$ cat src/rtl/bpsd_pkg.sv
`timescale 1ns / 1ps
`default_nettype none

package bpsd_pkg;

   localparam int unsigned MaxDim        = 4096;
   localparam int unsigned HdrLen        = 14 + 40;
   localparam int unsigned OffWidth      = 14 + 4;
   localparam int unsigned OffHeight     = 14 + 8;
   localparam int unsigned OffDepth      = 14 + 14;
   localparam int unsigned QueueDepth    = 2;
   localparam int unsigned QueuePtrWidth = $clog2(QueueDepth);

   localparam logic [7:0] SigFirst    = 8'h42;
   localparam logic [7:0] SigSecond   = 8'h4D;
   localparam logic [7:0] Depth24     = 8'd24;
   localparam logic [7:0] Depth32     = 8'd32;
   localparam logic [7:0] AlphaOpaque = 8'hFF;

   typedef enum logic [1:0] {
      KIND_HEADER = 2'd0,
      KIND_PIXEL  = 2'd1,
      KIND_ERROR  = 2'd2
   } kind_type;

   typedef enum logic [2:0] {
      ERR_NONE      = 3'd0,
      ERR_SHORT     = 3'd1,
      ERR_SIGNATURE = 3'd2,
      ERR_DEPTH     = 3'd3,
      ERR_TOO_LARGE = 3'd4,
      ERR_TRUNCATED = 3'd5
   } err_type;

   typedef struct packed {
      kind_type    kind;
      logic        done;
      logic [11:0] column;
      logic [11:0] row;
      logic [12:0] width;
      logic [12:0] height;
      logic [7:0]  red;
      logic [7:0]  green;
      logic [7:0]  blue;
      err_type     err;
   } cmd_type;

endpackage

`default_nettype wire

$ cat src/rtl/bpsd_ifs.sv
`timescale 1ns / 1ps
`default_nettype none

interface bpsd_req_if;
   logic       valid;
   logic       ready;
   logic [7:0] data_byte;
   logic       start_of_file;
   logic       end_of_file;

   modport source (output valid, output data_byte, output start_of_file,
                   output end_of_file, input ready);
   modport sink (input valid, input data_byte, input start_of_file,
                 input end_of_file, output ready);
endinterface

interface bpsd_rsp_if;
   logic        valid;
   logic        ready;
   logic [1:0]  kind;
   logic        image_done;
   logic [25:0] byte_offset;
   logic [7:0]  red;
   logic [7:0]  green;
   logic [7:0]  blue;
   logic [7:0]  alpha;
   logic [12:0] image_width;
   logic [12:0] image_height;
   logic [2:0]  error_code;

   modport source (output valid, output kind, output image_done, output byte_offset,
                   output red, output green, output blue, output alpha,
                   output image_width, output image_height, output error_code,
                   input ready);
   modport sink (input valid, input kind, input image_done, input byte_offset,
                 input red, input green, input blue, input alpha,
                 input image_width, input image_height, input error_code,
                 output ready);
endinterface

`default_nettype wire

$ cat src/rtl/bpsd_front.sv
`timescale 1ns / 1ps
`default_nettype none

module bpsd_front (
   input  wire logic       clock,
   input  wire logic       reset,
   bpsd_req_if.sink        req_if,
   input  wire logic       queue_full,
   output logic            push,
   output bpsd_pkg::cmd_type cmd
);

   typedef enum logic [1:0] {
      PH_HEADER,
      PH_PIXELS,
      PH_IDLE
   } phase_type;

   phase_type   phase_ff, phase_in, cur_phase;
   logic [5:0]  count_ff, count_in, cur_count;
   logic        sig_ff, sig_in, cur_sig;
   logic [31:0] width_ff, width_in;
   logic [31:0] height_ff, height_in;
   logic [7:0]  depth_ff, depth_in;
   logic        four_ff, four_in;
   logic [15:0] bg_ff, bg_in;
   logic [7:0]  red_ff, red_in;
   logic [1:0]  bip_ff, bip_in;
   logic [11:0] column_ff, column_in;
   logic [11:0] row_ff, row_in;
   logic [1:0]  pad_ff, pad_in;

   logic        accept;
   logic [7:0]  byte_val;
   logic [1:0]  lane_w, lane_h, last_bip, pad_val;
   logic        w_pos, h_pos, too_large;
   logic [12:0] next_col;
   logic        eof_header;

   assign req_if.ready = !queue_full;

   always_comb begin
      accept    = req_if.valid && req_if.ready;
      byte_val  = req_if.data_byte;
      cur_phase = req_if.start_of_file ? PH_HEADER : phase_ff;
      cur_count = req_if.start_of_file ? 6'd0 : count_ff;
      cur_sig   = req_if.start_of_file ? 1'b0 : sig_ff;
      lane_w    = 2'(cur_count - 6'(bpsd_pkg::OffWidth));
      lane_h    = 2'(cur_count - 6'(bpsd_pkg::OffHeight));
      last_bip  = four_ff ? 2'd3 : 2'd2;
      pad_val   = four_ff ? 2'd0 : width_ff[1:0];
      next_col  = {1'b0, column_ff} + 13'd1;
      w_pos     = (width_ff != 32'd0) && !width_ff[31];
      h_pos     = (height_ff != 32'd0) && !height_ff[31];
      too_large = (width_ff > 32'(bpsd_pkg::MaxDim)) || (height_ff > 32'(bpsd_pkg::MaxDim));
      eof_header = 1'b0;

      phase_in  = phase_ff;
      count_in  = count_ff;
      sig_in    = sig_ff;
      width_in  = width_ff;
      height_in = height_ff;
      depth_in  = depth_ff;
      four_in   = four_ff;
      bg_in     = bg_ff;
      red_in    = red_ff;
      bip_in    = bip_ff;
      column_in = column_ff;
      row_in    = row_ff;
      pad_in    = pad_ff;
      push      = 1'b0;
      cmd       = '0;

      if (accept) begin
         phase_in = cur_phase;
         count_in = cur_count;
         sig_in   = cur_sig;
         case (cur_phase)
            PH_HEADER: begin
               if (cur_count == 6'd0 && byte_val != bpsd_pkg::SigFirst) sig_in = 1'b1;
               if (cur_count == 6'd1 && byte_val != bpsd_pkg::SigSecond) sig_in = 1'b1;
               if (cur_count >= 6'(bpsd_pkg::OffWidth) &&
                   cur_count < 6'(bpsd_pkg::OffWidth + 4)) begin
                  width_in[{lane_w, 3'b000} +: 8] = byte_val;
               end
               if (cur_count >= 6'(bpsd_pkg::OffHeight) &&
                   cur_count < 6'(bpsd_pkg::OffHeight + 4)) begin
                  height_in[{lane_h, 3'b000} +: 8] = byte_val;
               end
               if (cur_count == 6'(bpsd_pkg::OffDepth)) depth_in = byte_val;
               if (cur_count == 6'(bpsd_pkg::HdrLen - 1)) begin
                  phase_in = PH_IDLE;
                  push     = 1'b1;
                  if (cur_sig) begin
                     cmd.kind = bpsd_pkg::KIND_ERROR;
                     cmd.err  = bpsd_pkg::ERR_SIGNATURE;
                  end else if (depth_ff != bpsd_pkg::Depth24 &&
                               depth_ff != bpsd_pkg::Depth32) begin
                     cmd.kind = bpsd_pkg::KIND_ERROR;
                     cmd.err  = bpsd_pkg::ERR_DEPTH;
                  end else if (!w_pos || !h_pos) begin
                     cmd.kind = bpsd_pkg::KIND_HEADER;
                     cmd.done = 1'b1;
                  end else if (too_large) begin
                     cmd.kind = bpsd_pkg::KIND_ERROR;
                     cmd.err  = bpsd_pkg::ERR_TOO_LARGE;
                  end else begin
                     four_in    = (depth_ff == bpsd_pkg::Depth32);
                     row_in     = 12'(height_ff - 32'd1);
                     column_in  = 12'd0;
                     bip_in     = 2'd0;
                     pad_in     = 2'd0;
                     phase_in   = PH_PIXELS;
                     cmd.kind   = bpsd_pkg::KIND_HEADER;
                     cmd.width  = width_ff[12:0];
                     cmd.height = height_ff[12:0];
                  end
               end else begin
                  count_in = cur_count + 6'd1;
               end
            end
            PH_PIXELS: begin
               if (pad_ff != 2'd0) begin
                  pad_in = pad_ff - 2'd1;
                  if (pad_ff == 2'd1) begin
                     if (row_ff == 12'd0) begin
                        phase_in   = PH_IDLE;
                        push       = 1'b1;
                        cmd.kind   = bpsd_pkg::KIND_HEADER;
                        cmd.done   = 1'b1;
                        cmd.width  = width_ff[12:0];
                        cmd.height = height_ff[12:0];
                     end else begin
                        row_in = row_ff - 12'd1;
                     end
                  end
               end else begin
                  case (bip_ff)
                     2'd0:    bg_in[7:0]  = byte_val;
                     2'd1:    bg_in[15:8] = byte_val;
                     2'd2:    red_in      = byte_val;
                     default: ;
                  endcase
                  if (bip_ff >= last_bip) begin
                     push       = 1'b1;
                     cmd.kind   = bpsd_pkg::KIND_PIXEL;
                     cmd.column = column_ff;
                     cmd.row    = row_ff;
                     cmd.width  = width_ff[12:0];
                     cmd.height = height_ff[12:0];
                     cmd.red    = (bip_ff == 2'd2) ? byte_val : red_ff;
                     cmd.green  = bg_ff[15:8];
                     cmd.blue   = bg_ff[7:0];
                     bip_in     = 2'd0;
                     if (next_col >= width_ff[12:0]) begin
                        column_in = 12'd0;
                        if (pad_val != 2'd0) begin
                           pad_in = pad_val;
                        end else if (row_ff == 12'd0) begin
                           phase_in = PH_IDLE;
                           cmd.done = 1'b1;
                        end else begin
                           row_in = row_ff - 12'd1;
                        end
                     end else begin
                        column_in = next_col[11:0];
                     end
                  end else begin
                     bip_in = bip_ff + 2'd1;
                  end
               end
            end
            default: ;
         endcase
         if (req_if.end_of_file && (phase_in == PH_HEADER || phase_in == PH_PIXELS)) begin
            eof_header = (phase_in == PH_HEADER);
            phase_in   = PH_IDLE;
            push       = 1'b1;
            cmd        = '0;
            cmd.kind   = bpsd_pkg::KIND_ERROR;
            cmd.err    = eof_header ? bpsd_pkg::ERR_SHORT : bpsd_pkg::ERR_TRUNCATED;
         end
      end
   end

   always_ff @(posedge clock) begin
      if (reset) begin
         phase_ff  <= PH_HEADER;
         count_ff  <= 6'd0;
         sig_ff    <= 1'b0;
         width_ff  <= 32'd0;
         height_ff <= 32'd0;
         depth_ff  <= 8'd0;
         four_ff   <= 1'b0;
         bip_ff    <= 2'd0;
         column_ff <= 12'd0;
         row_ff    <= 12'd0;
         pad_ff    <= 2'd0;
      end else begin
         phase_ff  <= phase_in;
         count_ff  <= count_in;
         sig_ff    <= sig_in;
         width_ff  <= width_in;
         height_ff <= height_in;
         depth_ff  <= depth_in;
         four_ff   <= four_in;
         bip_ff    <= bip_in;
         column_ff <= column_in;
         row_ff    <= row_in;
         pad_ff    <= pad_in;
      end
      bg_ff  <= bg_in;
      red_ff <= red_in;
   end

endmodule

`default_nettype wire

$ cat src/rtl/bpsd_queue.sv
`timescale 1ns / 1ps
`default_nettype none

module bpsd_queue (
   input  wire logic              clock,
   input  wire logic              reset,
   input  wire logic              push,
   input  wire bpsd_pkg::cmd_type push_data,
   input  wire logic              pop,
   output logic                   full,
   output logic                   empty,
   output bpsd_pkg::cmd_type      head
);

   bpsd_pkg::cmd_type mem_ff [bpsd_pkg::QueueDepth];

   logic [bpsd_pkg::QueuePtrWidth-1:0] wr_ptr_ff, wr_ptr_in;
   logic [bpsd_pkg::QueuePtrWidth-1:0] rd_ptr_ff, rd_ptr_in;
   logic [bpsd_pkg::QueuePtrWidth:0]   count_ff, count_in;
   logic                               do_push, do_pop;

   always_comb begin
      full      = (count_ff == (bpsd_pkg::QueuePtrWidth + 1)'(bpsd_pkg::QueueDepth));
      empty     = (count_ff == '0);
      do_push   = push && !full;
      do_pop    = pop && !empty;
      head      = mem_ff[rd_ptr_ff];
      wr_ptr_in = do_push ? wr_ptr_ff + 1'b1 : wr_ptr_ff;
      rd_ptr_in = do_pop ? rd_ptr_ff + 1'b1 : rd_ptr_ff;
      count_in  = count_ff;
      if (do_push && !do_pop) count_in = count_ff + 1'b1;
      if (do_pop && !do_push) count_in = count_ff - 1'b1;
   end

   always_ff @(posedge clock) begin
      if (reset) begin
         wr_ptr_ff <= '0;
         rd_ptr_ff <= '0;
         count_ff  <= '0;
      end else begin
         wr_ptr_ff <= wr_ptr_in;
         rd_ptr_ff <= rd_ptr_in;
         count_ff  <= count_in;
      end
      if (do_push) mem_ff[wr_ptr_ff] <= push_data;
   end

endmodule

`default_nettype wire

$ cat src/rtl/bpsd_back.sv
`timescale 1ns / 1ps
`default_nettype none

module bpsd_back (
   input  wire logic              clock,
   input  wire logic              reset,
   input  wire logic              queue_empty,
   input  wire bpsd_pkg::cmd_type head,
   output logic                   pop,
   bpsd_rsp_if.source             rsp_if
);

   logic        valid_ff, valid_in;
   logic [1:0]  kind_ff;
   logic        done_ff;
   logic [25:0] offset_ff, offset_in;
   logic [7:0]  red_ff, green_ff, blue_ff, alpha_ff;
   logic [12:0] width_ff, height_ff;
   logic [2:0]  err_ff;

   logic        is_pixel;
   logic [24:0] prod;
   logic [25:0] sum;

   always_comb begin
      pop       = !queue_empty && (!valid_ff || rsp_if.ready);
      is_pixel  = (head.kind == bpsd_pkg::KIND_PIXEL);
      prod      = 25'(head.row) * 25'(head.width);
      sum       = 26'(prod) + 26'(head.column);
      offset_in = is_pixel ? {sum[23:0], 2'b00} : 26'd0;
      valid_in  = valid_ff;
      if (pop) begin
         valid_in = 1'b1;
      end else if (rsp_if.ready) begin
         valid_in = 1'b0;
      end
   end

   always_ff @(posedge clock) begin
      if (reset) begin
         valid_ff <= 1'b0;
      end else begin
         valid_ff <= valid_in;
      end
      if (pop) begin
         kind_ff   <= head.kind;
         done_ff   <= head.done;
         offset_ff <= offset_in;
         red_ff    <= head.red;
         green_ff  <= head.green;
         blue_ff   <= head.blue;
         alpha_ff  <= is_pixel ? bpsd_pkg::AlphaOpaque : 8'd0;
         width_ff  <= head.width;
         height_ff <= head.height;
         err_ff    <= head.err;
      end
   end

   assign rsp_if.valid        = valid_ff;
   assign rsp_if.kind         = kind_ff;
   assign rsp_if.image_done   = done_ff;
   assign rsp_if.byte_offset  = offset_ff;
   assign rsp_if.red          = red_ff;
   assign rsp_if.green        = green_ff;
   assign rsp_if.blue         = blue_ff;
   assign rsp_if.alpha        = alpha_ff;
   assign rsp_if.image_width  = width_ff;
   assign rsp_if.image_height = height_ff;
   assign rsp_if.error_code   = err_ff;

endmodule

`default_nettype wire

$ cat src/rtl/bmp_pixel_stream_decoder_unit.sv
// Channel  Direction  Payload                                               Accepted when
// req_if   in         data_byte, start_of_file, end_of_file                 valid && ready
// rsp_if   out        kind, image_done, byte_offset, red, green, blue,      valid && ready
//                     alpha, image_width, image_height, error_code
//
// One file byte per cycle while ready; a result is queued, then held in the output register.
// Parser state updates in one step per byte; the offset multiply sits in the back stage.
// Synchronous reset; the parser then waits for header byte 0.
// ready drops only while the two-entry queue is full behind a stalled rsp_if.
`timescale 1ns / 1ps
`default_nettype none

module bmp_pixel_stream_decoder_unit (
   input wire logic    clock,
   input wire logic    reset,
   bpsd_req_if.sink    req_if,
   bpsd_rsp_if.source  rsp_if
);

   logic              push, pop, queue_full, queue_empty;
   bpsd_pkg::cmd_type cmd, head;

   bpsd_front u_front (
      .clock      (clock),
      .reset      (reset),
      .req_if     (req_if),
      .queue_full (queue_full),
      .push       (push),
      .cmd        (cmd)
   );

   bpsd_queue u_queue (
      .clock     (clock),
      .reset     (reset),
      .push      (push),
      .push_data (cmd),
      .pop       (pop),
      .full      (queue_full),
      .empty     (queue_empty),
      .head      (head)
   );

   bpsd_back u_back (
      .clock       (clock),
      .reset       (reset),
      .queue_empty (queue_empty),
      .head        (head),
      .pop         (pop),
      .rsp_if      (rsp_if)
   );

endmodule

`default_nettype wire

$ cat src/flat_wrapper.sv
// flat-port wrapper written by rule: the top's interface ports become plain ports
module bmp_pixel_stream_decoder_unit_flat 
  (clock, reset, req_if_valid, req_if_data_byte, req_if_start_of_file, req_if_end_of_file, req_if_ready, rsp_if_valid, rsp_if_kind, rsp_if_image_done, rsp_if_byte_offset, rsp_if_red, rsp_if_green, rsp_if_blue, rsp_if_alpha, rsp_if_image_width, rsp_if_image_height, rsp_if_error_code, rsp_if_ready);
  bpsd_req_if req_if_i ();
  bpsd_rsp_if rsp_if_i ();
  input wire logic clock;
  input wire logic reset;
  input wire logic [$bits(req_if_i.valid)-1:0] req_if_valid;
  input wire logic [$bits(req_if_i.data_byte)-1:0] req_if_data_byte;
  input wire logic [$bits(req_if_i.start_of_file)-1:0] req_if_start_of_file;
  input wire logic [$bits(req_if_i.end_of_file)-1:0] req_if_end_of_file;
  output wire logic [$bits(req_if_i.ready)-1:0] req_if_ready;
  output wire logic [$bits(rsp_if_i.valid)-1:0] rsp_if_valid;
  output wire logic [$bits(rsp_if_i.kind)-1:0] rsp_if_kind;
  output wire logic [$bits(rsp_if_i.image_done)-1:0] rsp_if_image_done;
  output wire logic [$bits(rsp_if_i.byte_offset)-1:0] rsp_if_byte_offset;
  output wire logic [$bits(rsp_if_i.red)-1:0] rsp_if_red;
  output wire logic [$bits(rsp_if_i.green)-1:0] rsp_if_green;
  output wire logic [$bits(rsp_if_i.blue)-1:0] rsp_if_blue;
  output wire logic [$bits(rsp_if_i.alpha)-1:0] rsp_if_alpha;
  output wire logic [$bits(rsp_if_i.image_width)-1:0] rsp_if_image_width;
  output wire logic [$bits(rsp_if_i.image_height)-1:0] rsp_if_image_height;
  output wire logic [$bits(rsp_if_i.error_code)-1:0] rsp_if_error_code;
  input wire logic [$bits(rsp_if_i.ready)-1:0] rsp_if_ready;
  assign req_if_i.valid = req_if_valid;
  assign req_if_i.data_byte = req_if_data_byte;
  assign req_if_i.start_of_file = req_if_start_of_file;
  assign req_if_i.end_of_file = req_if_end_of_file;
  assign req_if_ready = req_if_i.ready;
  assign rsp_if_valid = rsp_if_i.valid;
  assign rsp_if_kind = rsp_if_i.kind;
  assign rsp_if_image_done = rsp_if_i.image_done;
  assign rsp_if_byte_offset = rsp_if_i.byte_offset;
  assign rsp_if_red = rsp_if_i.red;
  assign rsp_if_green = rsp_if_i.green;
  assign rsp_if_blue = rsp_if_i.blue;
  assign rsp_if_alpha = rsp_if_i.alpha;
  assign rsp_if_image_width = rsp_if_i.image_width;
  assign rsp_if_image_height = rsp_if_i.image_height;
  assign rsp_if_error_code = rsp_if_i.error_code;
  assign rsp_if_i.ready = rsp_if_ready;
  bmp_pixel_stream_decoder_unit u_core (.clock(clock), .reset(reset), .req_if(req_if_i), .rsp_if(rsp_if_i));
endmodule
$ cat config.mk
export PLATFORM = sky130hd
export DESIGN_NAME = bmp_pixel_stream_decoder_unit_flat
export DESIGN_NICKNAME = d
export VERILOG_FILES = /design/src/rtl/bpsd_pkg.sv /design/src/rtl/bpsd_ifs.sv /design/src/rtl/bpsd_front.sv /design/src/rtl/bpsd_queue.sv /design/src/rtl/bpsd_back.sv /design/src/rtl/bmp_pixel_stream_decoder_unit.sv /design/src/flat_wrapper.sv
export SDC_FILE = /design/constraint.sdc
export NUM_CORES = 1
export LEC_CHECK = 0
export BUFFER_PORTS_ARGS = -buffer_cell sky130_fd_sc_hd__clkbuf_2
export CORE_ASPECT_RATIO = 0.6
export CORE_MARGIN = 2
export CORE_UTILIZATION = 45
export DETAILED_ROUTE_END_ITERATION = 10
export PLACE_DENSITY = 0.62
export SLEW_MARGIN = 10
export SYNTH_ARGS = -nofsm -noshare
export SYNTH_HDL_FRONTEND = slang
export SYNTH_SLANG_ARGS = --single-unit
$ cat constraint.sdc
create_clock -name clock -period 8.01 [get_ports clock]
set_input_delay 0.801 -clock clock [delete_from_list [all_inputs] [get_ports clock]]
set_output_delay 0.801 -clock clock [all_outputs]
set_load 0.01 [all_outputs]
Word-level counts from Yosys, hierarchy flattened
Memories as Yosys holds them, arrays and structs flattened. A register that Yosys moved wholly into a read port is not among the register bits.
Index checks and enable logic that the tools add are counted.
- multiply operators: 1
- bitwise operators: 5
- magnitude comparators: 8
- mux-type cells: 115
- reduce and logical (&&, ||, !) cells: 51
- equal/unequal tests: 27
- shift-type cells: 4
- add/sub/neg operators: 15
- operators by type and width (cell ; number):
    $mux W12 ; 19
    $mux W26 ; 8
    $mux W80 ; 2
    $mux W24 ; 4
    $mux W76 ; 1
    $mux W2 ; 33
    $bwmux W32 ; 2
    $gt A32 B13 Y1 const B ; 2
    $reduce_bool A32 Y1 ; 2
    $shift A8 B7 Y32 const A ; 2
    $shiftx A8 B7 Y32 ; 2
    $pmux W26 S2 ; 1
    $pmux W12 S2 ; 2
    $mux W1 ; 25
    $add A24 B12 Y24 ; 1
    $mul A12 B13 Y24 ; 1
    $mux W3 ; 8
    $sub A12 B1 Y12 const B ; 2
    $mux W6 ; 3
    $mux W8 ; 2
    $ne A8 B7 Y1 const B ; 2
    $ne A3 B3 Y1 const B ; 5
    $logic_and A1 B1 Y1 ; 14
    $ne A2 B2 Y1 const B ; 7
    36 further kinds ; 76
- input port bits: 14
- memories kept: 1
- word-level logic and storage cells: 256
- output and inout port bits: 92
- register bits: 229
- RAM bits: 160
- memories (name ; depth ; width ; read ports ; clocked after memory_dff ; wr ports ; RTL line ; text):
    u_core.u_queue.mem_ff ; 2 ; 80 ; 1 ; 1 ; 1 ; bpsd_queue.sv:15 ; bpsd_pkg::cmd_type mem_ff [bpsd_pkg::QueueDepth];

Depth between registers and ports, before layout
Gate-level depths: netlist of run 1.
- depth after elaboration: 19
- gate-level depth with buffers: 24

Hierarchy
A second synthesis of run 1 with hierarchy kept.
- cells, all modules: 1995
- area total of the unflattened synthesis: 21906.0 um^2
- modules (own cells, without submodules) (module ; area an instance (um^2) ; cells each ; seq. area each (um^2) ; times used):
    bpsd_back ; 8290.5 ; 792 ; 2452.4 ; 1
    bpsd_front ; 7642.3 ; 928 ; 2922.8 ; 1
    bpsd_queue ; 5973.2 ; 275 ; 4904.7 ; 1

Worst setup path after synthesis of run 1
OpenSTA, ideal clock, no wires.
- path type: flip-flop to flip-flop
- start point: register with a tool-made name
- end point: register u_core.u_back.offset_ff[24] (netlist: u_core.u_back.rsp_if.byte_offset[24]), data pin
- cell stages (with the launch flop): 25
- data arrival time: 6459 ps
- setup time: 266 ps
- data required time: 7744 ps
- path slack: 1285 ps
- cell sequence: dfxtp_1 -> clkbuf_1 -> buf_1 -> mux2i_1 -> inv_1 -> nand2_1 -> fa_1 -> inv_1 -> fa_1 -> inv_1 -> fa_1 -> inv_1 -> fa_1 -> inv_1 -> fa_1 -> inv_1 -> ha_1 -> a21o_1 -> a2111oi_0 -> a211oi_1 -> o31ai_1 -> a311oi_1 -> a31oi_1 -> xor2_1 -> nor2_1
- RTL lines (element ; RTL line ; text):
    end signal, assigned ; bpsd_back.sv:48 ; offset_ff <= offset_in;
    end, declared ; bpsd_back.sv:16 ; logic [25:0] offset_ff, offset_in;

==> results of run 1 <==
cells in the mapped netlist, types with 4 or more instances:
cell,instances,area (um2)
a21oi_1,106,530.5
xor2_1,9,78.83
edfxtp_1,265,7958
a32o_1,8,80.08
clkinv_1,4,15.01
o211ai_1,11,82.58
mux2i_1,46,460.4
buf_4,9,67.56
and3_1,23,143.9
inv_1,190,713.2
or2_2,9,56.30
or4_1,6,45.04
buf_2,4,20.02
o21a_1,4,30.03
nand4_1,8,50.05
a32oi_1,6,52.55
a211oi_1,13,97.59
nor3_1,28,140.1
nand3_1,19,95.09
a21o_1,13,97.59
nand2b_1,11,68.82
nor4_1,15,93.84
mux2_2,72,810.8
dfxtp_1,116,2322
nand2_1,155,581.8
fa_1,120,2402
or3_1,8,50.05
nor2_1,290,1089
xnor2_1,22,192.7
a31oi_1,12,75.07
ha_1,95,1189
o21ai_0,30,150.1
nor2b_1,11,68.82
clkbuf_1,46,172.7
and2_1,87,544.3
buf_1,9,33.78
o31ai_1,6,45.04
tightest hold or removal path: cells and delay by family (launching register included):
| kind | cells | cell delay [ns] |
|---|---|---|
| flops | 1 | 0.32 |
| simple gates | 1 | 0.07 |
| mux | 1 | 0.06 |
flip-flops by register name, indices dropped and copies added, names as in the netlist, 12 cells and up, named ones only:
| register | flops |
|---|---|
| u_core.u_front.column_ff | 12 |
| u_core.u_back.rsp_if.image_width | 13 |
| u_core.u_back.rsp_if.byte_offset | 24 |
| u_core.u_queue.mem_ff | 160 |
| u_core.u_back.rsp_if.image_height | 13 |
| u_core.u_front.bg_ff | 16 |
| u_core.u_front.height_ff | 32 |
| u_core.u_front.row_ff | 12 |
| u_core.u_front.width_ff | 32 |
layer usage:
| metal | routed length (um) | global-route usage | up-vias |
|---|---|---|---|
| li1 | - | - | 6856 |
| met1 | 26410 | 0.3489 | 7180 |
| met2 | 20610 | 0.3045 | 554 |
| met3 | 5169 | 0.06016 | 71 |
| met4 | 859 | 0.04188 | 0 |
| met5 | 0 | 0 | - |
kinds of logic (layout without fill, tap and decap cells):
| group | after synthesis | count (layout) | share of synthesized area |
|---|---|---|---|
| fa+ha+maj | 215 | 215 | 0.1696 |
| mux | 118 | 118 | 0.06002 |
| other cells | 1 | 2 | 0.0001771 |
| compound gates | 238 | 238 | 0.07148 |
| xor+xnor | 31 | 31 | 0.01282 |
| simple gates | 689 | 689 | 0.1507 |
| flops | 381 | 381 | 0.4854 |
| buf+inv | 265 | 405 | 0.04986 |
layout make-up:
type	count	area, um2	area share
multi-input combinational	1293	9889	0.4140
tap	630	788.3	0.03300
clock buffer	48	1039	0.04348
sequential	381	10280	0.4305
timing repair buffer	142	820.8	0.03436
clock inverter	21	337.8	0.01414
inverter	194	728.2	0.03049
per-stage QoR:
step / utilization / hold WS (ns) / cells / power (mW) / setup WS (ns)
after floorplan: - / 0.4461 / 1939 / 3.622 / 1.285
after global placement: 0.4850 / 0.4583 / 2640 / 4.129 / 1.004
after detailed placement: 0.4850 / 0.4714 / 2640 / 4.143 / 0.7561
after CTS: 0.5147 / 0.4886 / 2709 / 6.111 / 0.7146
after global routing: 0.5147 / 0.5061 / 2709 / 6.417 / 0.3976
final: 0.5147 / 0.4814 / 2709 / 6.047 / 0.7063
power by group through the flow:
stage	clock (mW)	sequential, mW	combinational (mW)
4_1_cts	1.99	2.46	1.65
2_1_floorplan	0	2.58	1.05
5_1_grt	2.08	2.48	1.86
6_report	1.95	2.46	1.64
3_5_place_dp	0	2.50	1.64
3_3_place_gp	0	2.50	1.63
final timing paths:
kind / depth (start not counted) / slack, ns / endpoint / startpoint
max: 22 / 0.71 / u_core.u_back.rsp_if.byte_offset[24] / flop
min reg2reg: 2 / 0.48 / u_core.u_front.depth_ff[6] / u_core.u_front.depth_ff[6]
max reg2reg: 22 / 0.71 / u_core.u_back.rsp_if.byte_offset[24] / flop
min: 2 / 0.48 / u_core.u_front.depth_ff[6] / u_core.u_front.depth_ff[6]
==> results summary, run 1 <==
The flow ran to the end, and the final reports show no timing, DRC or antenna violations. The pin count of the biggest net entering global routing is 86. In the final layout, the share of cells above drive strength 1 is 0.1491. The worst ir drop on vdd came out at ~0.00026 V.

On the final layout, the worst clock skew is 0.03458 ns. The root buffer cell is clkbuf_16. During synthesis, Yosys emitted a total of 0 warnings. The number of vias in the routed layout came out at 14660. The static leakage came out at 9.827 nW.

The post-placement cell area came out at roughly 23000 um2. The worst setup path is captured at a flop. In the global route stage, overall resource usage came out at 0.2224. The time the worst path needs with I/O delays and setup came out at roughly 7.3 ns. The die outline height is between 150 and 200 um. The switching power share of the total is 0.3180.

The internal power consumption came out at between 4 and 5 mW. The power dissipated by switching net loads is between 1.5 and 2 mW. The number of buffers and inverters on the critical path is 6. The critical path is of the flop to flop type. The arrival time at the worst endpoint is 7.60 ns. The tree built by TritonCTS fans out to ~380 sinks.

The slew of the pin with the lowest slew margin is about 1.2 ns. Setup repair after global routing left no endpoint under its margin. For this block, the initial DRC count from the detailed router was 1121. The count of H-tree levels built during CTS came out at 2. The total area inside the core boundary comes to 46400 um2. The number of rows created at floorplan is 61.

The DRC violation count after routing is 0. The number of buffers created by CTS is 38. The library cell used most frequently in the layout, excluding fill and tap cells, is nor2_1. The total of cells resized after clock tree synthesis came out at 0. The detail-routed net length per standard cell is 19.58 um. The HPWL after detailed placement is about 39000 um. The count of port buffers added during placement is 103. The detailed-route wire length came out at 53050 um. The initial core utilization is 0.4564. The TritonCTS clock tree is yes.

The synthesized design contains 381 register bits. Adding up every negative setup slack in the final design gives 0 ns. In this run the worst hold path is classified as flop to flop. No sink is reached through more buffers than the 3 on the longest clock path.

The layout overhead on the synthesized area came out at 12.78%. The final-report hold violation count came out at 0. The cell family contributing the most delay on the critical path is adder cells. The hold-fix buffer count after cts is 0.

In this run the mean area of a mapped cell was 10.93 um2. 0 antenna diodes ended up in the layout. The overall die area came out at around 50000 um2. The tool flagged a number of max-cap violations equal to 0. The remaining number of nets flagged by the antenna check after routing came out at 0.

The number of flops mapped to enable cells by yosys is between 200 and 300. The async set-or-reset flop fraction in the synthesized netlist is 0. During I/O placement, the number of pins put on the boundary was between 100 and 150. The worst endpoint required time is slightly above 8 ns. For this run, the slowest stage of the critical path takes approximately 0.68 ns. The most used flip-flop cell after synthesis is edfxtp_1. The relative slew slack is 0.2292. The total overflow left after global routing is 0. The final RePlAce weighted congestion is roughly 0.95. In the layout the commonest cells are 288 x nor2_1, 265 x edfxtp_1, 190 x inv_1.

The per-cell via count in the routed design is between 5 and 6. The post-synthesis instance total came out at around 1900. The critical path goes through buf_12 -> mux2_2 -> nand2_1 -> fa_1 -> inv_1 -> fa_1 -> inv_1 -> fa_1 -> inv_1 -> fa_1 -> inv_1 -> fa_1 -> inv_1 -> ha_1 -> a21o_1 -> a2111oi_0 -> a211oi_1 -> o31ai_1 -> a311oi_1 -> a31oi_1 -> xor2_1 -> nor2_1.

The sequential power share is 0.406. The width of the die came out at roughly 280 um. The element type at the critical path start is a flop. Clock-pin slew was measured on the worst setup and hold paths at 0.06 ns. Power spread over the standard cell area amounts to about 250 nW/um2. The clock latency of the later-clocked register in the worst-skew pair is 0.58 ns. The number of detailed-routing iterations run before antenna repair came out at 5. Setup violations remaining at the end of the flow were counted as 0. The post-synthesis sequential area ratio came out at 0.4854. The clock network power share came out at 0.323. The synthesized netlist occupies a cell area of ~21000 um2. The achievable frequency came out at about 140 MHz. In this run the worst path has a maximum fanout of 31. The number of distinct library cells after synthesis came out at 69. The final-report max-slew violation count came out at 0.

The initial antenna violation count came out at 0. The first global-routing pass estimated between 80000 and 90000 um of wire. The number of inserted filler cells in the final layout came out at around 4200. The number of buffers added for setup after CTS is 0. In the finished design, the share of the clock period the worst path needs comes to 0.9118. The number of global-route vias before repair is 14550. The library cell contributing the largest single delay on the critical path is dfxtp_4. Summing all non-filler instances in the final layout gives an area of approximately 24000 um2.

The number of nets in the finished design is approximately 2300. The share of total power dissipated in combinational logic is 0.271.
(Power assumes the default switching activity.)
==> inputs of run 2 (changes only) <==
- SYNTH_HIERARCHICAL: not set -> 1
==> run 2 against run 1 <==
Power is 17% higher. Clock power decreased by 14%. Via count increased by 0.78%. Combinational power increased by 87%. Critical endpoint is now u_core/u_back/rsp_if.byte_offset[25]. Synthesized area grew 3.4%. Final area is 0.89% higher. Critical path depth fell by 4.
==> results summary, run 2 <==
The run finished with clean final reports. Of the total power, the clock network draws 0.237. The later pin in the worst-skew pair is clocked with a latency of approximately 0.55 ns. The maximum clock insertion buffer count came out at 3. The remaining number of nets flagged by the antenna check after routing is 0.

The DRC violation count after routing came out at 0. In this run the core area contains 62 standard-cell rows. Summed over all layers, the global routing overflow is 0. Counting instances, the worst hold path has a depth of 2. Summed over all instances, the cell type with the most area after synthesis is edfxtp_1. The number of flops mapped to enable cells by yosys came out at between 200 and 300. The total of cells resized after clock tree synthesis is 0. The minimum setup slack in the final design came out at about 1.6 ns. Yosys attributes the largest share of cell area to edfxtp_1 36%, fa_1 11%, dfxtp_1 11%, ha_1 5.4%, and2_1 4.9%.

The width of the die is 288.8 um. The initial antenna violation count was 2. The overall die area came out at a little over 50000 um2.

The share of the synthesized area in the top cell type came out at 0.3633. The number of buffers added for setup after CTS came out at 0. The part of the power in combinational logic is 0.431.

The tightest min-delay check is of the flop to flop type. For this run, the leading register cell type out of synthesis is edfxtp_1. The final-report max-slew violation count was 0.

The clock transition at the register clock pins on the worst setup and hold paths after CTS is 0.06 ns. The placeable core region came out at about 48000 um2. The worst ir drop on vdd came out at between 0.0003 and 0.0004 V. The minimum setup slack among reg-to-reg paths is approximately 1.6 ns. The number of max-cap violations came out at 0.

The time the worst path needs with I/O delays and setup came out at around 6.4 ns. The number of sinks handled by clock tree synthesis is around 380. The per-cell via count in the routed design came out at 5.418.

Cell internal power was estimated by the tool at around 4.4 mW. The count of H-tree levels built during CTS is 2. The final-report hold violation count is 0. Yosys printed 6 warnings. Counting the buffers created by CTS gives 37. The layout overhead on the synthesized area is 10.01%. The wire length of the first global-routing pass is around 82000 um.

The largest registers in the layout are u_core/u_queue/mem_ff (160), u_core/u_front/height_ff (32), u_core/u_front/width_ff (32). For this block, the initial DRC count from the detailed router was 1238. The first detailed-routing pass took 5 iterations. The biggest fanout along the worst timing path is 55.

For this configuration, the core starts out at a cell density of 0.4569. After routing the design area is ~24000 um2. The setup path with the least slack is of type flop to flop. After filler insertion, the fill cell instance count of the layout stands at ~4300. Setup repair after global routing left no endpoint under its margin. TritonCTS built the clock tree. The fraction of layout instances using a drive strength above 1 came out at 0.1410. The number of ports placed on the die boundary is between 100 and 150. The cell area that synthesis handed to floorplanning was 21910 um2.

The flip-flop count of the largest register, all copies and words added is between 150 and 200. For this design the ratio of total power to cell area is slightly below 300 nW/um2. The worst slack after detailed placement came out at 1.688 ns. By count the netlist is led by 265 x edfxtp_1, 221 x inv_1, 173 x and2_1, 166 x nor2_1, 132 x nand2_1. By instance count, the leading cell after synthesis is edfxtp_1. The worst endpoint required time is 8.38 ns.

The achievable frequency came out at between 150 and 200 MHz. In this run the most critical hold path is launched from u_core/u_front/sig_ff. The detail-routed net length per standard cell came out at ~19 um.

The number of vias in the routed layout is 14780. The power dissipated by switching net loads came out at 2.691 mW. The share of the Yosys chip area taken by registers is 0.4693.

The setup total negative slack is 0 ns. The HPWL after detailed placement came out at about 37000 um. The tree is rooted in a clkbuf_16.

The detailed-route wire length came out at slightly above 50000 um. The worst clock skew on the final layout is around 0.028 ns. At the end of the flow, the number of nets in the layout was about 2300.

The hold-fix buffer count after cts came out at 0. For this design the static power due to leakage is roughly 9.6 nW. The register bit count reported by yosys came out at around 380.

The design draws roughly 7 mW. u_core/u_queue/mem_ff holds more flip-flops than any other register. The part of the cycle the worst path needs came out at 0.7953. The element type at the critical path start is a flop. The switching power share of the total came out at 0.3797.

The final RePlAce weighted congestion is 0.8595. The sequential power share is 0.331. The number of cells on the worst reg-to-reg path came out at 18.

The worst pin sits at a relative slew slack of 0.1649. The overall global routing resource usage came out at 0.2062. The mean instance size in the synthesized netlist came out at roughly 11 um2. The element type at the critical path end is a flop. The number of distinct library cells after synthesis is 79. After synthesis, the share of flip-flops with an asynchronous set or reset is 0. The cell count after synthesis came out at around 2000. The post-placement cell area is about 23000 um2. In the layout the commonest cells are 265 x edfxtp_1, 220 x inv_1, 173 x and2_1. The arrival time at the worst endpoint is ~6.7 ns. The endpoint identified for the worst register-to-register timing path is u_core/u_back/rsp_if.byte_offset[25].

At the pin with the least slew margin, the transition time is around 1.2 ns. The die outline height came out at approximately 170 um. The number of global-route vias before repair came to 14790.

The path with the worst hold slack has its endpoint at u_core/u_front/sig_ff. Leaving out fill and tap cells, the most frequent cell in the layout is edfxtp_1. The pin count of the biggest net entering global routing is between 60 and 70. The count of port buffers added during placement is 103.

The final-report setup violation count came out at 0.
run 2: cell types whose count changed after synthesis, moves of 19 or more:
cell | previous run | this run
and2_1 | 87 | 173
clkbuf_1 | 46 | 72
inv_1 | 190 | 221
nand2_1 | 155 | 132
nor2_1 | 290 | 166
nor3_1 | 28 | 47
run 2: cells by family after synthesis:
| logic type | Yosys count | synth area share |
|---|---|---|
| AOI/OAI and AO/OA | 245 | 0.07328 |
| and+or+nand+nor | 663 | 0.1555 |
| buffers and inverters | 319 | 0.05717 |
| xor gates and xnor gates | 42 | 0.01679 |
| DFF | 381 | 0.4693 |
| muxes | 129 | 0.06403 |
| other | 1 | 0.0001712 |
| adders and majority gates | 215 | 0.1638 |
run 2: power groups by stage:
stage	Combinational, mW	Clock [mW]	Sequential (mW)
2_1_floorplan	2.29	0	2.43
6_report	3.06	1.68	2.35
3_3_place_gp	2.99	0	2.39
3_5_place_dp	3.03	0	2.39
5_1_grt	3.52	1.80	2.36
4_1_cts	3.05	1.73	2.35
run 2: critical path, cell delays in order, from the launching register on:
cell	delay [ns]
dfxtp_4	0.83
mux2_2	0.56
and2_1	0.21
fa_1	0.54
inv_1	0.05
fa_1	0.49
inv_1	0.07
fa_1	0.44
fa_1	0.51
inv_1	0.05
fa_1	0.52
inv_1	0.04
ha_1	0.37
a21oi_2	0.23
nand2_1	0.11
o31ai_4	0.47
o21ai_2	0.15
a221oi_2	0.27
mux2i_1	0.23
run 2: metrics by stage:
| step | instances | hold slack [ns] | utilization |
|---|---|---|---|
| 6_report | 2727 | 0.4705 | 0.5027 |
| 5_1_grt | 2725 | 0.5006 | 0.5026 |
| 4_1_cts | 2725 | 0.4701 | 0.5026 |
| 3_5_place_dp | 2658 | 0.4631 | 0.4789 |
| 3_3_place_gp | 2658 | 0.4569 | 0.4789 |
| 2_1_floorplan | 1996 | 0.4448 | - |
run 2: layout make-up:
class | count | area, um2 | area share
clock inverter | 19 | 168.9 | 0.007009
inverter | 222 | 834.6 | 0.03463
clock buffer | 48 | 967.2 | 0.04013
tap | 640 | 800.8 | 0.03323
sequential | 381 | 10280 | 0.4267
timing repair buffer | 119 | 638.1 | 0.02648
antenna | 2 | 5.005 | 0.0002077
multi-input combinational | 1296 | 10400 | 0.4316
run 2: how the worst max path moves through the flow:
stage               cells after the start                        start  slack [ns]                              endpoint
finish                                 18                         flop        1.64  u_core/u_back/rsp_if.byte_offset[25]
global route                           18                         flop        1.35  u_core/u_back/rsp_if.byte_offset[24]
CTS                                    16                         flop        1.67  u_core/u_back/rsp_if.byte_offset[25]
detailed placement                     17                         flop        1.69  u_core/u_back/rsp_if.byte_offset[24]
global placement                       16                         flop        1.75  u_core/u_back/rsp_if.byte_offset[25]
floorplan                              17  u_core/u_front/column_ff[0]        2.12           u_core/u_queue/mem_ff[0][0]
run 2: layer usage:
metal	wire length, um	share of wire	GRT usage	up-vias
met5	0	0	0	-
met4	954	0.019	0.04553	0
met3	3802	0.074	0.03812	58
met2	20980	0.41	0.2917	489
met1	25430	0.50	0.3256	7297
li1	-	-	-	6931
==> inputs of run 3 (changes only) <==
- clock period: 8.01 -> 6.4 ns (I/O delays scaled with it)
==> run 3 against run 2 <==
Hold slack worse by 0.086 ns. Highest routed layer unchanged. Final area is 1.0% higher. Largest cell class unchanged. Via count increased by 1.6%.
==> results summary, run 3 (same netlist as run 2, synthesis figures left out) <==
The flow ran to the end, and the final reports show no timing, DRC or antenna violations. The overall die area is between 50000 and 60000 um2. In this run the worst path has a maximum fanout of 30. For the pin with the worst max-slew slack, the measured transition is roughly 1.3 ns. After the flow finishes, the layout carries non-filler instances totaling between 2000 and 3000. The TritonCTS clock tree is yes.

In the post-route analysis, the smallest setup slack over all paths is ~0.31 ns. The worst clock skew on the final layout is about 0.051 ns. The worst slack after detailed placement came out at 0.3299 ns. The number of ports placed on the die boundary came out at 106. Including well taps, the total number of placed cells is roughly 2700.

The share of total power dissipated in sequential elements is 0.320. The register with the most flip-flops in the layout has 160 of them. The initial antenna violation count was 1.

The final RePlAce weighted congestion is 0.8932. The clock network power share is 0.258. The H-tree generated during clock tree synthesis spans 2 levels. The worst endpoint required time is between 6 and 7 ns.

The pin count of the biggest net entering global routing is 61. The signal on the critical path passes through mux2_2 -> and2_1 -> fa_1 -> inv_1 -> fa_1 -> inv_1 -> fa_1 -> inv_1 -> fa_1 -> fa_1 -> inv_1 -> ha_1 -> nand3_1 -> o211ai_1 -> nand3_1 -> a21oi_1 -> o31a_1 -> nor3_1. The overflow left after global routing came out at 0. The final-report hold violation count was 0. The fraction of layout instances using a drive strength above 1 is 0.1476. The overall global routing resource usage is 0.2083. Ranked by flip-flop count, first place goes to u_core/u_queue/mem_ff.

From synthesis to final layout, the design area changed by 11.13%. The ratio of total power to cell area came out at approximately 380 nW/um2. The worst hold path stage count is 3.

The die outline height came out at between 150 and 200 um. STA classifies the critical path startpoint as a flop. The time the worst path needs with I/O delays and setup came out at 6.091 ns. In this run, the number of DRC markers left after iteration 0 of detailed routing was ~1300.

The detailed-route wire length is around 52000 um. The remaining number of nets flagged by the antenna check after routing came out at 0. The number of global-route vias before repair came to 14810. The clock latency of the later-clocked register in the worst-skew pair is 0.58 ns. The clock transition at the register clock pins on the worst setup and hold paths after CTS came out at about 0.060 ns.

The number of cells on the worst reg-to-reg path is 18. The number of max-cap violations is 0. For this block, the via count after detailed routing is about 15000. The number of nets in the finished design came out at roughly 2300. The HPWL after detailed placement is about 37000 um. Among all stages on the critical path, the largest delay is contributed by dfxtp_4. The number of sinks handled by clock tree synthesis came out at 381.

The part of the power in combinational logic came out at 0.422. The biggest cell delay along the critical path came out at 0.60 ns. The achievable frequency came out at between 150 and 200 MHz. The internal power consumption came out at between 5 and 6 mW.

The setup total negative slack is 0 ns. The analysis attributes to net switching a power of roughly 3.5 mW. The part of the cycle the worst path needs came out at 0.9517. Setup repair after global routing left no endpoint under its margin. The count of buffers added on input and output ports is about 100. The multi-input gate area in the final layout came out at 10400 um2. Summing all flip-flop and latch instances after layout gives a little over 10000 um2. The total non-filler cell area in the finished layout came out at 24340 um2.

Leaving out fill and tap cells, the most frequent cell in the layout is edfxtp_1. The arrival time at the worst endpoint is around 6.3 ns. The placeable core region came out at 47940 um2.

The library cells used most frequently in the layout, excluding fill and tap cells, are 265 x edfxtp_1, 220 x inv_1, 173 x and2_1. The number of inserted filler cells in the final layout is between 4000 and 5000. The root buffer cell is clkbuf_16.

STA classifies the critical path endpoint as a flop. Of the total power, the share spent switching nets is 0.3778. The DRC violation count after routing is 0. The number of rows created at floorplan came out at between 60 and 70.

The final-report max-slew violation count is 0. The initial core utilization came out at 0.4569. The detail-routed net length per standard cell came out at 18.84 um.

The wire length of the first global-routing pass came out at between 80000 and 90000 um. The worst ir drop on vdd came out at about 0.00044 V. The type of the worst setup path is flop to flop.

In this run the cell area measured after placement is around 23000 um2. The final-report setup violation count is 0. The per-cell via count in the routed design is around 5.5.

The path class of the tightest hold or removal check is primary input to flop. The relative slew slack came out at 0.1257. The number of buffers created by CTS came out at 39. The most numerous cell type found on the critical path is fa_1.

The first TritonRoute pass finished after 5 iterations. The static leakage came out at slightly below 10 nW. In this run the deepest clock path goes through 3 buffers. In the final layout, the registers with the most flip-flops are u_core/u_queue/mem_ff (160), u_core/u_front/height_ff (32), u_core/u_front/width_ff (32). The width of the die came out at 288.8 um.
## run 3: cell count changes in the layout (fill, tap and decap cells not counted), moves of 2 or more
cell	previous run	this run
clkbuf_1	11	8
clkbuf_16	37	40
clkbuf_8	0	3
clkinv_1	7	4
buf_12	0	2
buf_4	17	19
## run 3: power groups by stage
stage | combinational (mW) | sequential [mW] | clock [mW]
6_report | 3.86 | 2.93 | 2.36
5_1_grt | 4.46 | 2.95 | 2.51
4_1_cts | 3.86 | 2.93 | 2.42
3_5_place_dp | 3.83 | 2.98 | 0
3_3_place_gp | 3.76 | 2.99 | 0
2_1_floorplan | 2.87 | 3.04 | 0
## run 3: through the flow
step	util	power [mW]	hold WS, ns
after global placement	0.4797	6.743	0.4563
after floorplan	-	5.910	0.4448
after CTS	0.5074	9.206	0.3597
after detailed placement	0.4797	6.815	0.4707
final	0.5078	9.150	0.3844
after global routing	0.5077	9.915	0.3914
## run 3: worst paths after layout
kind | slack, ns | start | to
worst min register to register | 0.48 | u_core/u_front/sig_ff | u_core/u_front/sig_ff
worst max register to register | 0.31 | flop | u_core/u_back/rsp_if.byte_offset[24]
worst max-delay path | 0.31 | flop | u_core/u_back/rsp_if.byte_offset[24]
worst min-delay path | 0.38 | rsp_if_ready | u_core/u_back/rsp_if.valid
## run 3: area by class of cell
cell class,count,share of cell area
Clock inverter,21,0.01043
Sequential cell,381,0.4224
Clock buffer,51,0.04405
Timing Repair Buffer,123,0.02847
Tap cell,640,0.03289
Antenna cell,2,0.0002056
Multi-Input combinational cell,1296,0.4272
Inverter,222,0.03428
## run 3: critical path: cells and delay by family (launching register included)
family | cells | cell delay (ns)
muxes | 1 | 0.50
DFF | 1 | 0.60
and+or+nand+nor | 4 | 0.69
buffers and inverters | 4 | 0.19
AOI/OAI and AO/OA | 3 | 0.91
adders and majority gates | 6 | 2.86
## run 3: per-layer routing
metal | GRT usage | wire [um] | vias up
met1 | 0.3348 | 25980 | 7522
met2 | 0.2923 | 21100 | 495
li1 | - | - | 6953
met3 | 0.03616 | 3744 | 45
met4 | 0.03973 | 719 | 0
met5 | 0 | 0 | -
## run 3: timing repair
action                                  CTS  global route
endpoints found under the setup margin    0             2
hold buffers                              0             0
hold endpoints to repair                  0             0
setup buffers                             0             2
resized for setup                         0             0
